$ cat src/rtl/stpwm_pkg.sv
// ----------------------------------------------------------------------------
// stpwm_pkg
// Shared constants, types and curve tables for the stick-to-PWM mapper.
// ----------------------------------------------------------------------------
`default_nettype none

package stpwm_pkg;

  localparam int RegW          = 12;
  localparam int NumRegs       = 8;
  localparam int CfgIdxW       = 3;
  localparam int FracW         = 16;
  localparam int DivSteps      = FracW;
  localparam int PowDepth      = 6;
  localparam int CapScaleDef   = 256;

  // Register indexes
  localparam logic [CfgIdxW-1:0] RegGuideCentre = 3'd0;
  localparam logic [CfgIdxW-1:0] RegGuideMin    = 3'd1;
  localparam logic [CfgIdxW-1:0] RegGuideMax    = 3'd2;
  localparam logic [CfgIdxW-1:0] RegDeadZone    = 3'd3;
  localparam logic [CfgIdxW-1:0] RegPwmCentre   = 3'd4;
  localparam logic [CfgIdxW-1:0] RegPwmMin      = 3'd5;
  localparam logic [CfgIdxW-1:0] RegPwmMax      = 3'd6;
  localparam logic [CfgIdxW-1:0] RegExpo        = 3'd7;

  localparam logic [RegW-1:0] RegReset [NumRegs] = '{
    12'd2048, 12'd0, 12'd4095, 12'd0, 12'd2048, 12'd0, 12'd4095, 12'd0
  };

  typedef enum logic [1:0] {
    KIND_DEAD,
    KIND_FULL,
    KIND_CURVE
  } kind_e;

  typedef struct packed {
    logic  valid;
    logic  side;   // 1: high side, 0: low side
    kind_e kind;
  } tag_t;

  // log2(1 + i/16) in Q16
  function automatic logic [16:0] log2_tab(input logic [4:0] idx);
    logic [16:0] v;
    unique case (idx)
      5'd0:  v = 17'd0;
      5'd1:  v = 17'd5732;
      5'd2:  v = 17'd11136;
      5'd3:  v = 17'd16248;
      5'd4:  v = 17'd21098;
      5'd5:  v = 17'd25711;
      5'd6:  v = 17'd30109;
      5'd7:  v = 17'd34312;
      5'd8:  v = 17'd38336;
      5'd9:  v = 17'd42196;
      5'd10: v = 17'd45904;
      5'd11: v = 17'd49472;
      5'd12: v = 17'd52911;
      5'd13: v = 17'd56229;
      5'd14: v = 17'd59434;
      5'd15: v = 17'd62534;
      5'd16: v = 17'd65536;
      default: v = 17'd0;
    endcase
    return v;
  endfunction

  // 2^(i/16) in Q16
  function automatic logic [17:0] exp2_tab(input logic [4:0] idx);
    logic [17:0] v;
    unique case (idx)
      5'd0:  v = 18'd65536;
      5'd1:  v = 18'd68438;
      5'd2:  v = 18'd71468;
      5'd3:  v = 18'd74632;
      5'd4:  v = 18'd77936;
      5'd5:  v = 18'd81386;
      5'd6:  v = 18'd84990;
      5'd7:  v = 18'd88753;
      5'd8:  v = 18'd92682;
      5'd9:  v = 18'd96785;
      5'd10: v = 18'd101070;
      5'd11: v = 18'd105545;
      5'd12: v = 18'd110218;
      5'd13: v = 18'd115098;
      5'd14: v = 18'd120194;
      5'd15: v = 18'd125515;
      5'd16: v = 18'd131072;
      default: v = 18'd65536;
    endcase
    return v;
  endfunction

endpackage

`default_nettype wire

$ cat src/rtl/stpwm_div.sv
// ----------------------------------------------------------------------------
// stpwm_div
// Pipelined restoring divider: one quotient bit per stage, num < den.
// ----------------------------------------------------------------------------
`default_nettype none

module stpwm_div (
  input  wire logic                              clk_i,
  input  wire logic                              rst_ni,
  input  wire stpwm_pkg::tag_t                   tag_i,
  input  wire logic [stpwm_pkg::RegW-1:0]        num_i,
  input  wire logic [stpwm_pkg::RegW-1:0]        den_i,
  output stpwm_pkg::tag_t                        tag_o,
  output logic      [stpwm_pkg::FracW-1:0]       quo_o
);

  localparam int W = stpwm_pkg::RegW;
  localparam int S = stpwm_pkg::DivSteps;

  stpwm_pkg::tag_t           tag_q [S];
  logic [W-1:0]              rem_q [S];
  logic [W-1:0]              den_q [S];
  logic [stpwm_pkg::FracW-1:0] quo_q [S];

  for (genvar k = 0; k < S; k++) begin : g_stage
    stpwm_pkg::tag_t             tag_prev;
    logic [W-1:0]                rem_prev;
    logic [W-1:0]                den_prev;
    logic [stpwm_pkg::FracW-1:0] quo_prev;
    logic [W:0]                  dbl;
    logic [W:0]                  dif;
    logic                        ge;

    if (k == 0) begin : g_first
      assign tag_prev = tag_i;
      assign rem_prev = num_i;
      assign den_prev = den_i;
      assign quo_prev = '0;
    end else begin : g_next
      assign tag_prev = tag_q[k-1];
      assign rem_prev = rem_q[k-1];
      assign den_prev = den_q[k-1];
      assign quo_prev = quo_q[k-1];
    end

    // shift in a zero, subtract when it fits
    assign dbl = {rem_prev, 1'b0};
    assign dif = dbl - {1'b0, den_prev};
    assign ge  = (dbl >= {1'b0, den_prev});

    always_ff @(posedge clk_i or negedge rst_ni) begin
      if (!rst_ni) begin
        tag_q[k] <= '0;
      end else begin
        tag_q[k] <= tag_prev;
      end
    end

    always_ff @(posedge clk_i) begin
      rem_q[k] <= ge ? dif[W-1:0] : dbl[W-1:0];
      den_q[k] <= den_prev;
      quo_q[k] <= {quo_prev[stpwm_pkg::FracW-2:0], ge};
    end
  end

  assign tag_o = tag_q[S-1];
  assign quo_o = quo_q[S-1];

endmodule

`default_nettype wire

$ cat src/rtl/stpwm_pow.sv
// ----------------------------------------------------------------------------
// stpwm_pow
// Six-stage power unit: f^(expo/256) through table log2 and exp2.
// ----------------------------------------------------------------------------
`default_nettype none

module stpwm_pow (
  input  wire logic                              clk_i,
  input  wire logic                              rst_ni,
  input  wire logic [stpwm_pkg::RegW-1:0]        expo_i,
  input  wire stpwm_pkg::tag_t                   tag_i,
  input  wire logic [stpwm_pkg::FracW-1:0]       frac_i,
  output stpwm_pkg::tag_t                        tag_o,
  output logic      [stpwm_pkg::FracW-1:0]       frac_o,
  output logic      [stpwm_pkg::FracW:0]         pow_o
);

  localparam int D  = stpwm_pkg::PowDepth;
  localparam int FW = stpwm_pkg::FracW;

  stpwm_pkg::tag_t tag_q  [D];
  logic [FW-1:0]   frac_q [D];

  // stage 1: normalize
  logic [3:0]    lead;
  logic [FW-1:0] norm;
  logic [3:0]    m1_q;
  logic [FW-1:0] t1_q;

  always_comb begin
    lead = '0;
    for (int i = 0; i < FW; i++) begin
      if (frac_i[i]) lead = 4'(i);
    end
    norm = frac_i << (4'd15 - lead);
  end

  // stage 2: log2 mantissa lookup and interpolation
  logic [4:0]  li;
  logic [16:0] lbase;
  logic [12:0] ldiff;
  logic [24:0] lprod;
  logic [16:0] lg2_q;
  logic [3:0]  m2_q;

  assign li    = {1'b0, t1_q[15:12]};
  assign lbase = stpwm_pkg::log2_tab(li);
  assign ldiff = 13'(stpwm_pkg::log2_tab(li + 5'd1) - lbase);
  assign lprod = 25'(ldiff) * 25'(t1_q[11:0]);

  // stage 3: L = -log2(f)
  logic [20:0] l3_q;

  // stage 4: E = L * expo / 256
  logic [32:0] eprod;
  logic [24:0] e4_q;

  assign eprod = 33'(l3_q) * 33'(expo_i);

  // stage 5: exp2 of the fraction
  logic [15:0] efr;
  logic [15:0] et;
  logic [4:0]  ei;
  logic [17:0] ebase;
  logic [12:0] ediff;
  logic [24:0] eprd;
  logic [17:0] mant_d;
  logic [9:0]  sh_d;
  logic [17:0] mant5_q;
  logic [9:0]  sh5_q;

  assign efr   = e4_q[15:0];
  assign et    = 16'(17'h10000 - 17'(efr));
  assign ei    = {1'b0, et[15:12]};
  assign ebase = stpwm_pkg::exp2_tab(ei);
  assign ediff = 13'(stpwm_pkg::exp2_tab(ei + 5'd1) - ebase);
  assign eprd  = 25'(ediff) * 25'(et[11:0]);

  always_comb begin
    if (efr == '0) begin
      mant_d = 18'h10000;
      sh_d   = {1'b0, e4_q[24:16]};
    end else begin
      mant_d = ebase + 18'(eprd[24:12]);
      sh_d   = {1'b0, e4_q[24:16]} + 10'd1;
    end
  end

  // stage 6: scale by the integer part
  logic [17:0] pow6_q;

  for (genvar k = 0; k < D; k++) begin : g_tag
    stpwm_pkg::tag_t tag_prev;
    logic [FW-1:0]   frac_prev;
    if (k == 0) begin : g_first
      assign tag_prev  = tag_i;
      assign frac_prev = frac_i;
    end else begin : g_next
      assign tag_prev  = tag_q[k-1];
      assign frac_prev = frac_q[k-1];
    end
    always_ff @(posedge clk_i or negedge rst_ni) begin
      if (!rst_ni) begin
        tag_q[k] <= '0;
      end else begin
        tag_q[k] <= tag_prev;
      end
    end
    always_ff @(posedge clk_i) begin
      frac_q[k] <= frac_prev;
    end
  end

  always_ff @(posedge clk_i) begin
    m1_q    <= lead;
    t1_q    <= {norm[14:0], 1'b0};
    lg2_q   <= lbase + 17'(lprod[24:12]);
    m2_q    <= m1_q;
    l3_q    <= {5'd16 - {1'b0, m2_q}, 16'd0} - 21'(lg2_q);
    e4_q    <= eprod[32:8];
    mant5_q <= mant_d;
    sh5_q   <= sh_d;
    pow6_q  <= (sh5_q >= 10'd24) ? 18'd0 : (mant5_q >> sh5_q[4:0]);
  end

  assign tag_o  = tag_q[D-1];
  assign frac_o = frac_q[D-1];
  assign pow_o  = pow6_q[FW:0];

endmodule

`default_nettype wire

$ cat src/rtl/stick_to_pwm_deadzone_expo_core.sv
// ----------------------------------------------------------------------------
// stick_to_pwm_deadzone_expo_core
// Joystick reading to PWM drive value with dead band and expo curve.
// ----------------------------------------------------------------------------
// A reading is taken on every clock edge where start is high (busy is always
// low), and its drive value appears on pwm_value_o with valid_o high for
// exactly one cycle once it has passed through every stage; one reading per
// cycle is sustained. The pipeline is the 16-stage divider (one quotient bit
// per stage) and the 6-stage log2/exp2 power unit, plus setup, product and
// output stages. The receiver cannot stall, so there is no back-pressure. Write
// configuration registers only while no transaction is in flight.
// ----------------------------------------------------------------------------
`default_nettype none

module stick_to_pwm_deadzone_expo_core #(
  parameter int CAP_SCALE = stpwm_pkg::CapScaleDef
) (
  input  wire logic                              clk_i,
  input  wire logic                              rst_ni,
  input  wire logic                              start,
  output logic                                   busy,
  input  wire logic [stpwm_pkg::RegW-1:0]        guide_reading_i,
  output logic                                   valid_o,
  output logic      [stpwm_pkg::RegW-1:0]        pwm_value_o,
  input  wire logic                              cfg_we_i,
  input  wire logic [stpwm_pkg::CfgIdxW-1:0]     cfg_idx_i,
  input  wire logic [stpwm_pkg::RegW-1:0]        cfg_data_i
);

  localparam int W       = stpwm_pkg::RegW;
  localparam int FW      = stpwm_pkg::FracW;
  localparam int CapW    = $clog2(CAP_SCALE + 1) + 1;
  localparam int CqW     = W + 1 + CapW;
  localparam int PW      = CqW + FW + 2;
  localparam int ValW    = ((PW > 37) ? PW : 37) + 1;
  localparam int Latency = 1 + stpwm_pkg::DivSteps + stpwm_pkg::PowDepth + 2;

  localparam logic signed [CapW-1:0] CapS = CapW'(CAP_SCALE);

  // Configuration registers
  logic [W-1:0] cfg_q [stpwm_pkg::NumRegs];

  always_ff @(posedge clk_i or negedge rst_ni) begin
    if (!rst_ni) begin
      cfg_q <= stpwm_pkg::RegReset;
    end else if (cfg_we_i) begin
      cfg_q[cfg_idx_i] <= cfg_data_i;
    end
  end

  logic [W-1:0] gc, gmin, gmax, dz, pc, pmin, pmax, expo;
  assign gc   = cfg_q[stpwm_pkg::RegGuideCentre];
  assign gmin = cfg_q[stpwm_pkg::RegGuideMin];
  assign gmax = cfg_q[stpwm_pkg::RegGuideMax];
  assign dz   = cfg_q[stpwm_pkg::RegDeadZone];
  assign pc   = cfg_q[stpwm_pkg::RegPwmCentre];
  assign pmin = cfg_q[stpwm_pkg::RegPwmMin];
  assign pmax = cfg_q[stpwm_pkg::RegPwmMax];
  assign expo = cfg_q[stpwm_pkg::RegExpo];

  // Capped half ranges, held from the registers (Q.8, signed)
  logic signed [W:0]     range_lo, range_hi;
  logic signed [CqW-1:0] cap_lo_q, cap_hi_q;

  assign range_lo = $signed({1'b0, pc}) - $signed({1'b0, pmin});
  assign range_hi = $signed({1'b0, pmax}) - $signed({1'b0, pc});

  always_ff @(posedge clk_i) begin
    cap_lo_q <= CqW'(range_lo) * CqW'(CapS);
    cap_hi_q <= CqW'(range_hi) * CqW'(CapS);
  end

  assign busy = 1'b0;

  logic accept;
  assign accept = start && !busy;

  // Stage 1: classify the reading and form numerator / denominator
  logic signed [W+1:0] r_s, gc_s, gmin_s, gmax_s, dz_s;
  logic signed [W+1:0] num_lo, den_lo, num_hi, den_hi;
  logic                is_lo, is_hi, full_lo, full_hi;
  stpwm_pkg::tag_t     s1_tag_d, s1_tag_q;
  logic [W-1:0]        s1_num_d, s1_num_q, s1_den_d, s1_den_q;

  assign r_s    = $signed({2'b0, guide_reading_i});
  assign gc_s   = $signed({2'b0, gc});
  assign gmin_s = $signed({2'b0, gmin});
  assign gmax_s = $signed({2'b0, gmax});
  assign dz_s   = $signed({2'b0, dz});

  assign is_lo  = (gc_s - r_s) > dz_s;
  assign is_hi  = (r_s - gc_s) > dz_s;
  assign num_lo = gc_s - dz_s - r_s;
  assign den_lo = gc_s - gmin_s - dz_s;
  assign num_hi = r_s - gc_s - dz_s;
  assign den_hi = gmax_s - gc_s - dz_s;

  // At or past a limit, an empty travel, or a full fraction: take full range
  assign full_lo = (r_s <= gmin_s) || (den_lo <= 0) || (num_lo >= den_lo);
  assign full_hi = (r_s >= gmax_s) || (den_hi <= 0) || (num_hi >= den_hi);

  always_comb begin
    s1_tag_d.valid = accept;
    s1_tag_d.side  = is_hi;
    s1_num_d       = is_hi ? num_hi[W-1:0] : num_lo[W-1:0];
    s1_den_d       = is_hi ? den_hi[W-1:0] : den_lo[W-1:0];
    priority if (is_lo) begin
      s1_tag_d.kind = full_lo ? stpwm_pkg::KIND_FULL : stpwm_pkg::KIND_CURVE;
    end else if (is_hi) begin
      s1_tag_d.kind = full_hi ? stpwm_pkg::KIND_FULL : stpwm_pkg::KIND_CURVE;
    end else begin
      s1_tag_d.kind = stpwm_pkg::KIND_DEAD;
    end
  end

  always_ff @(posedge clk_i or negedge rst_ni) begin
    if (!rst_ni) begin
      s1_tag_q <= '0;
    end else begin
      s1_tag_q <= s1_tag_d;
    end
  end

  always_ff @(posedge clk_i) begin
    s1_num_q <= s1_num_d;
    s1_den_q <= s1_den_d;
  end

  // Divider: fraction of travel in Q0.16
  stpwm_pkg::tag_t div_tag;
  logic [FW-1:0]   div_quo;

  stpwm_div u_div (
    .clk_i  (clk_i),
    .rst_ni (rst_ni),
    .tag_i  (s1_tag_q),
    .num_i  (s1_num_q),
    .den_i  (s1_den_q),
    .tag_o  (div_tag),
    .quo_o  (div_quo)
  );

  // Power unit
  stpwm_pkg::tag_t pow_tag;
  logic [FW-1:0]   pow_frac;
  logic [FW:0]     pow_val;

  stpwm_pow u_pow (
    .clk_i  (clk_i),
    .rst_ni (rst_ni),
    .expo_i (expo),
    .tag_i  (div_tag),
    .frac_i (div_quo),
    .tag_o  (pow_tag),
    .frac_o (pow_frac),
    .pow_o  (pow_val)
  );

  // Product stage: pick the Q16 factor and scale the capped range
  logic [FW:0]           p_sel;
  logic signed [CqW-1:0] cap_sel;
  stpwm_pkg::tag_t       pr_tag_q;
  logic signed [PW-1:0]  prod_d, prod_q;
  logic [FW:0]           p_q;

  always_comb begin
    unique case (pow_tag.kind)
      stpwm_pkg::KIND_FULL:  p_sel = 17'h10000;
      stpwm_pkg::KIND_CURVE: p_sel = (expo == '0) ? {1'b0, pow_frac} : pow_val;
      default:               p_sel = '0;
    endcase
  end

  assign cap_sel = pow_tag.side ? cap_hi_q : cap_lo_q;
  assign prod_d  = PW'(cap_sel) * PW'($signed({1'b0, p_sel}));

  always_ff @(posedge clk_i or negedge rst_ni) begin
    if (!rst_ni) begin
      pr_tag_q <= '0;
    end else begin
      pr_tag_q <= pow_tag;
    end
  end

  always_ff @(posedge clk_i) begin
    prod_q <= prod_d;
    p_q    <= p_sel;
  end

  // Output stage: add to or subtract from centre, truncate, saturate
  logic signed [ValW-1:0] base, val;
  logic [W-1:0]           pwm_d, pwm_q;
  logic                   valid_q;

  assign base = ValW'($signed({1'b0, pc, 24'd0}));
  assign val  = pr_tag_q.side ? (base + ValW'(prod_q)) : (base - ValW'(prod_q));

  always_comb begin
    priority if (val[ValW-1]) begin
      pwm_d = '0;
    end else if (|val[ValW-2:36]) begin
      pwm_d = '1;
    end else begin
      pwm_d = val[35:24];
    end
  end

  always_ff @(posedge clk_i or negedge rst_ni) begin
    if (!rst_ni) begin
      valid_q <= 1'b0;
    end else begin
      valid_q <= pr_tag_q.valid;
    end
  end

  always_ff @(posedge clk_i) begin
    pwm_q <= pwm_d;
  end

  assign valid_o     = valid_q;
  assign pwm_value_o = pwm_q;

  // Every accepted transaction comes out exactly once, a fixed time later
  a_latency: assert property (@(posedge clk_i) disable iff (!rst_ni)
    valid_o == $past(accept && rst_ni, Latency))
    else $error("result strobe does not match accepted transaction");

  // A reading inside the dead band drives the centre value
  a_dead: assert property (@(posedge clk_i) disable iff (!rst_ni)
    (pr_tag_q.valid && pr_tag_q.kind == stpwm_pkg::KIND_DEAD) |=>
    (pwm_value_o == $past(pc)))
    else $error("dead band result differs from pwm centre");

  // The Q16 factor never exceeds one
  a_factor: assert property (@(posedge clk_i) disable iff (!rst_ni)
    pr_tag_q.valid |-> (p_q <= 17'h10000))
    else $error("curve factor above full scale");

endmodule

`default_nettype wire
$ cat config.mk
export PLATFORM = sky130hd
export DESIGN_NAME = stick_to_pwm_deadzone_expo_core
export DESIGN_NICKNAME = d
export VERILOG_FILES = /design/src/rtl/stpwm_pkg.sv /design/src/rtl/stpwm_div.sv /design/src/rtl/stpwm_pow.sv /design/src/rtl/stick_to_pwm_deadzone_expo_core.sv
export SDC_FILE = /design/constraint.sdc
export NUM_CORES = 2
export LEC_CHECK = 0
export BUFFER_PORTS_ARGS = -buffer_cell sky130_fd_sc_hd__buf_4
export CAP_MARGIN = 20
export CORE_ASPECT_RATIO = 0.6
export CORE_MARGIN = 5
export CORE_UTILIZATION = 55
export DETAILED_ROUTE_END_ITERATION = 7
export PLACE_DENSITY = 0.72
export RECOVER_POWER = 50
export REMOVE_ABC_BUFFERS = 1
export SETUP_SLACK_MARGIN = 0.2
export SLEW_MARGIN = 20
export SYNTH_ARGS = -nofsm -noshare
export SYNTH_HDL_FRONTEND = slang
export SYNTH_SLANG_ARGS = --single-unit
$ cat constraint.sdc
create_clock -name clk_i -period 25.4 [get_ports clk_i]
set_clock_uncertainty 0.2 [all_clocks]
set_input_delay 0 -clock clk_i [delete_from_list [all_inputs] [get_ports clk_i]]
set_output_delay 0 -clock clk_i [all_outputs]
set_load 0.005 [all_outputs]
==> results.md <==
* CP Max Fanout at 18
* Area of the core at around 130000 µm²
* Post-synth top area share at ~23%
* RSZ-0062 raised after global routing: false
* Layout Nets at a little over 9000
* Max incr delay on CP at 0.71 ns
* Die width at around 480 µm
* Hold Path Class: input port to flip-flop
* Sequential share of the synthesized area at between 20% and 30%
* Post-synth EDFFs at 0
* Crit path kind: flip-flop to flip-flop
* Routed WL at roughly 190000 µm
* TritonRoute pass-1 iters at 8
* Setup TNS at 0 ns
* Final setup vio count at 0
* Core Rows at ~100
* Yosys warnings at 0
* Antenna-violating nets left at 0
* Top cell by count, worst path: fa_1
* Most common cell in the netlist: inv_1
* # IOs at between 40 and 50
* Crit path required time at 25.78 ns
* Reg clk slew, reported paths at ~0.090 ns
* Failing checks: max-capacitance violations, max-slew violations
* Fillers at roughly 11000
* CP max stage cell: ha_1
* Avg Inst Size Synth at 9.48 µm²
* Synth area leader: dfxtp_1
* Largest cells by area after synthesis: dfxtp_1 (23%), fa_1 (18%), ha_1 (13%), inv_1 (6.2%), dfrtp_1 (5.6%)
* Worst setup EP type: flip-flop
* DRT iter0 DRCs at approximately 4500
* Gr ovfl total at 0
* Slew HR at -307%
* Placed Area at roughly 76000 µm²
* Largest net degree at the start of global routing at between 100 and 150
* Syn Std Cell Area at about 73000 µm²
* Min Tclk post-route at approximately 14 ns
* Die Span Y at just under 300 µm
* Area growth syn-to-layout at 8.42%
* Drt wl/cell at 19.2 µm
* Cell variety after synth at slightly above 100
* Hold Violations, Final at 0
* Setup crit start kind: flip-flop
* Status: finished with violations
* # Post-CTS Setup Buffers at 0
* Pins over their slew limit at 138
* Core Util, Final at 60.3%
* Share of cells above drive strength 1 at under 10%
* Maximum clock rate at between 70 and 80 MHz
* Initial antenna violation count at 15
* TritonCTS clock tree: built
* First-pass GRT wire length at about 300000 µm
* Overall routing resource usage at 26.7%
* Root Buffer: clkbuf_16
* Worst skew pair latency at about 0.71 ns
* Vias in the first global route at around 54000
* Seq cells post-synth at a little over 1000
* Cts bufs inserted at between 90 and 100
* CP arrival at 14.19 ns
* Synth cell count leaders: inv_1 (1213), dfxtp_1 (834), nand2_1 (774), ha_1 (753), fa_1 (669)
* Clock Path Buffers at 3
* Worst Hold Slack at 0.0263 ns
* Max capacitance violation total at 2
* RD Place Congestion at 0.988
* Die area at approximately 140000 µm²
* Post-route cell area at 79700 µm²
* Total number of vias at about 54000
* Final HPWL DP at ~150000 µm
* Fin crit share at around 54%
* CTS Sinks at approximately 1000
* DR vias/cell at around 5.6
* Gate Count Post-Synth at 7750
* Top FF cell, synth: dfxtp_1
* IO buf count at 43
* Async set-reset flop share out of synthesis at a little under a fifth
* Residual DRC at 0
* Tightest Pin Transition at about 6.1 ns
* Effective utilization at floorplan at 55.6%
* H-tree levels at 3
==> final cells by class <==
cell class                      count  area [µm²]  share of cell area (%)
Multi-Input combinational cell   5321       46800                    58.7
Sequential cell                  1025       21500                    27.0
Inverter                         1220        4580                    5.75
Clock buffer                      118        2570                    3.23
Tap cell                         1785        2230                    2.80
Timing Repair Buffer              153        1270                    1.59
Clock inverter                     55         713                   0.895
Antenna cell                        9        22.5                  0.0283
==> critical path: cells and delay by family, from the launching register on <==
| kind | cells | cell delay [ns] |
|---|---|---|
| DFF | 1 | 0.56 |
| adders and majority gates | 9 | 4.33 |
| AOI/OAI and AO/OA | 16 | 4.18 |
| and+or+nand+nor | 13 | 2.75 |
| xor gates and xnor gates | 3 | 0.91 |
| buffers and inverters | 6 | 0.69 |
==> logic make-up after synthesis <==
family / share of synthesized area [%]
xor+xnor: 4.44
buf+inv: 7.19
compound gates: 9.72
flops: 29.3
simple gates: 13.2
fa+ha+maj: 31.0
mux: 5.16
other cells: 0.00510
==> layer usage <==
| layer | GRT usage, % | share of wire, % |
|---|---|---|
| met1 | 42.7 | 50 |
| met2 | 36.3 | 39 |
| met3 | 6.76 | 10 |
| met4 | 4.76 | 1.6 |
| met5 | 0 | 0.028 |
==> state kept, by name, summed over array words and instances (netlist names), 18 cells and up <==
register and flops:
u_div.den_q 180, u_div.quo_q 136, u_pow.e4_q 25, u_div.g_stage.tag_prev 60, u_pow.l3_q 21, u_div.rem_q 180, u_pow.g_tag.tag_prev 20, u_pow.frac_q 96
prod_q 33, u_pow.mant5_q 18
==> path summary, 6_finish.rpt <==
check	start	to	slack [ns]	cells past startpoint
max reg2reg	u_pow.e4_q[0]$_DFF_P_	u_pow.mant5_q[15]$_SDFF_PP0_	11.59	47
max in group asynchronous	rst_ni	gc[7]$_DFFE_PN0P_	17.97	4
min	cfg_data_i[4]	gc[4]$_DFFE_PN0P_	0.03	4
min in group asynchronous	rst_ni	pc[11]$_DFFE_PN1P_	1.06	3
min reg2reg	u_div.quo_q[1][40]$_DFF_P_	u_div.quo_q[1][57]$_DFF_P_	0.11	0
max	u_pow.e4_q[0]$_DFF_P_	u_pow.mant5_q[15]$_SDFF_PP0_	11.59	47
==> through the flow <==
stage / setup WS (ns) / instances
after global routing: 10.69 / 9679
after CTS: 11.82 / 9676
after detailed placement: 11.95 / 9448
after global placement: 12.13 / 9448
after floorplan: 13.94 / 7566
final: 11.59 / 9686
==> cells in the final DEF (no fill, tap or decap), types with 13 or more instances in the layout <==
| master | count |
|---|---|
| dfstp_2 | 26 |
| o21ai_0 | 280 |
| o31ai_1 | 28 |
| and3_1 | 23 |
| dfxtp_1 | 834 |
| clkbuf_16 | 94 |
| ha_1 | 753 |
| clkbuf_1 | 17 |
| nor3_1 | 151 |
| mux2_2 | 227 |
| o21bai_1 | 40 |
| nor2b_1 | 109 |
| xnor2_1 | 250 |
| nand4_1 | 61 |
| inv_1 | 1213 |
| mux2i_1 | 101 |
| o22ai_1 | 23 |
| clkbuf_8 | 13 |
| o31a_1 | 25 |
| dlygate4sd3_1 | 54 |
| a211oi_1 | 59 |
| buf_4 | 88 |
| and2_1 | 130 |
| nand2_1 | 774 |
| or3_1 | 45 |
| a21o_1 | 122 |
| clkinv_2 | 15 |
| xor2_1 | 108 |
| a21oi_1 | 231 |
| a31oi_1 | 27 |
| dfrtp_1 | 165 |
| a21boi_0 | 74 |
| nor2_1 | 538 |
| o21a_1 | 66 |
| or2_2 | 30 |
| fa_1 | 668 |
| nor4_1 | 26 |
| nand2b_1 | 75 |
| nand3_1 | 70 |
==> repair_timing <==
action,4_1_cts,5_1_grt
gates resized for setup,0,0
hold buffers,55,0
endpoints found under the hold margin,231,0
Power is not shown: default switching activity piles up to over one toggle a cycle in this logic, so the estimate is an artifact.
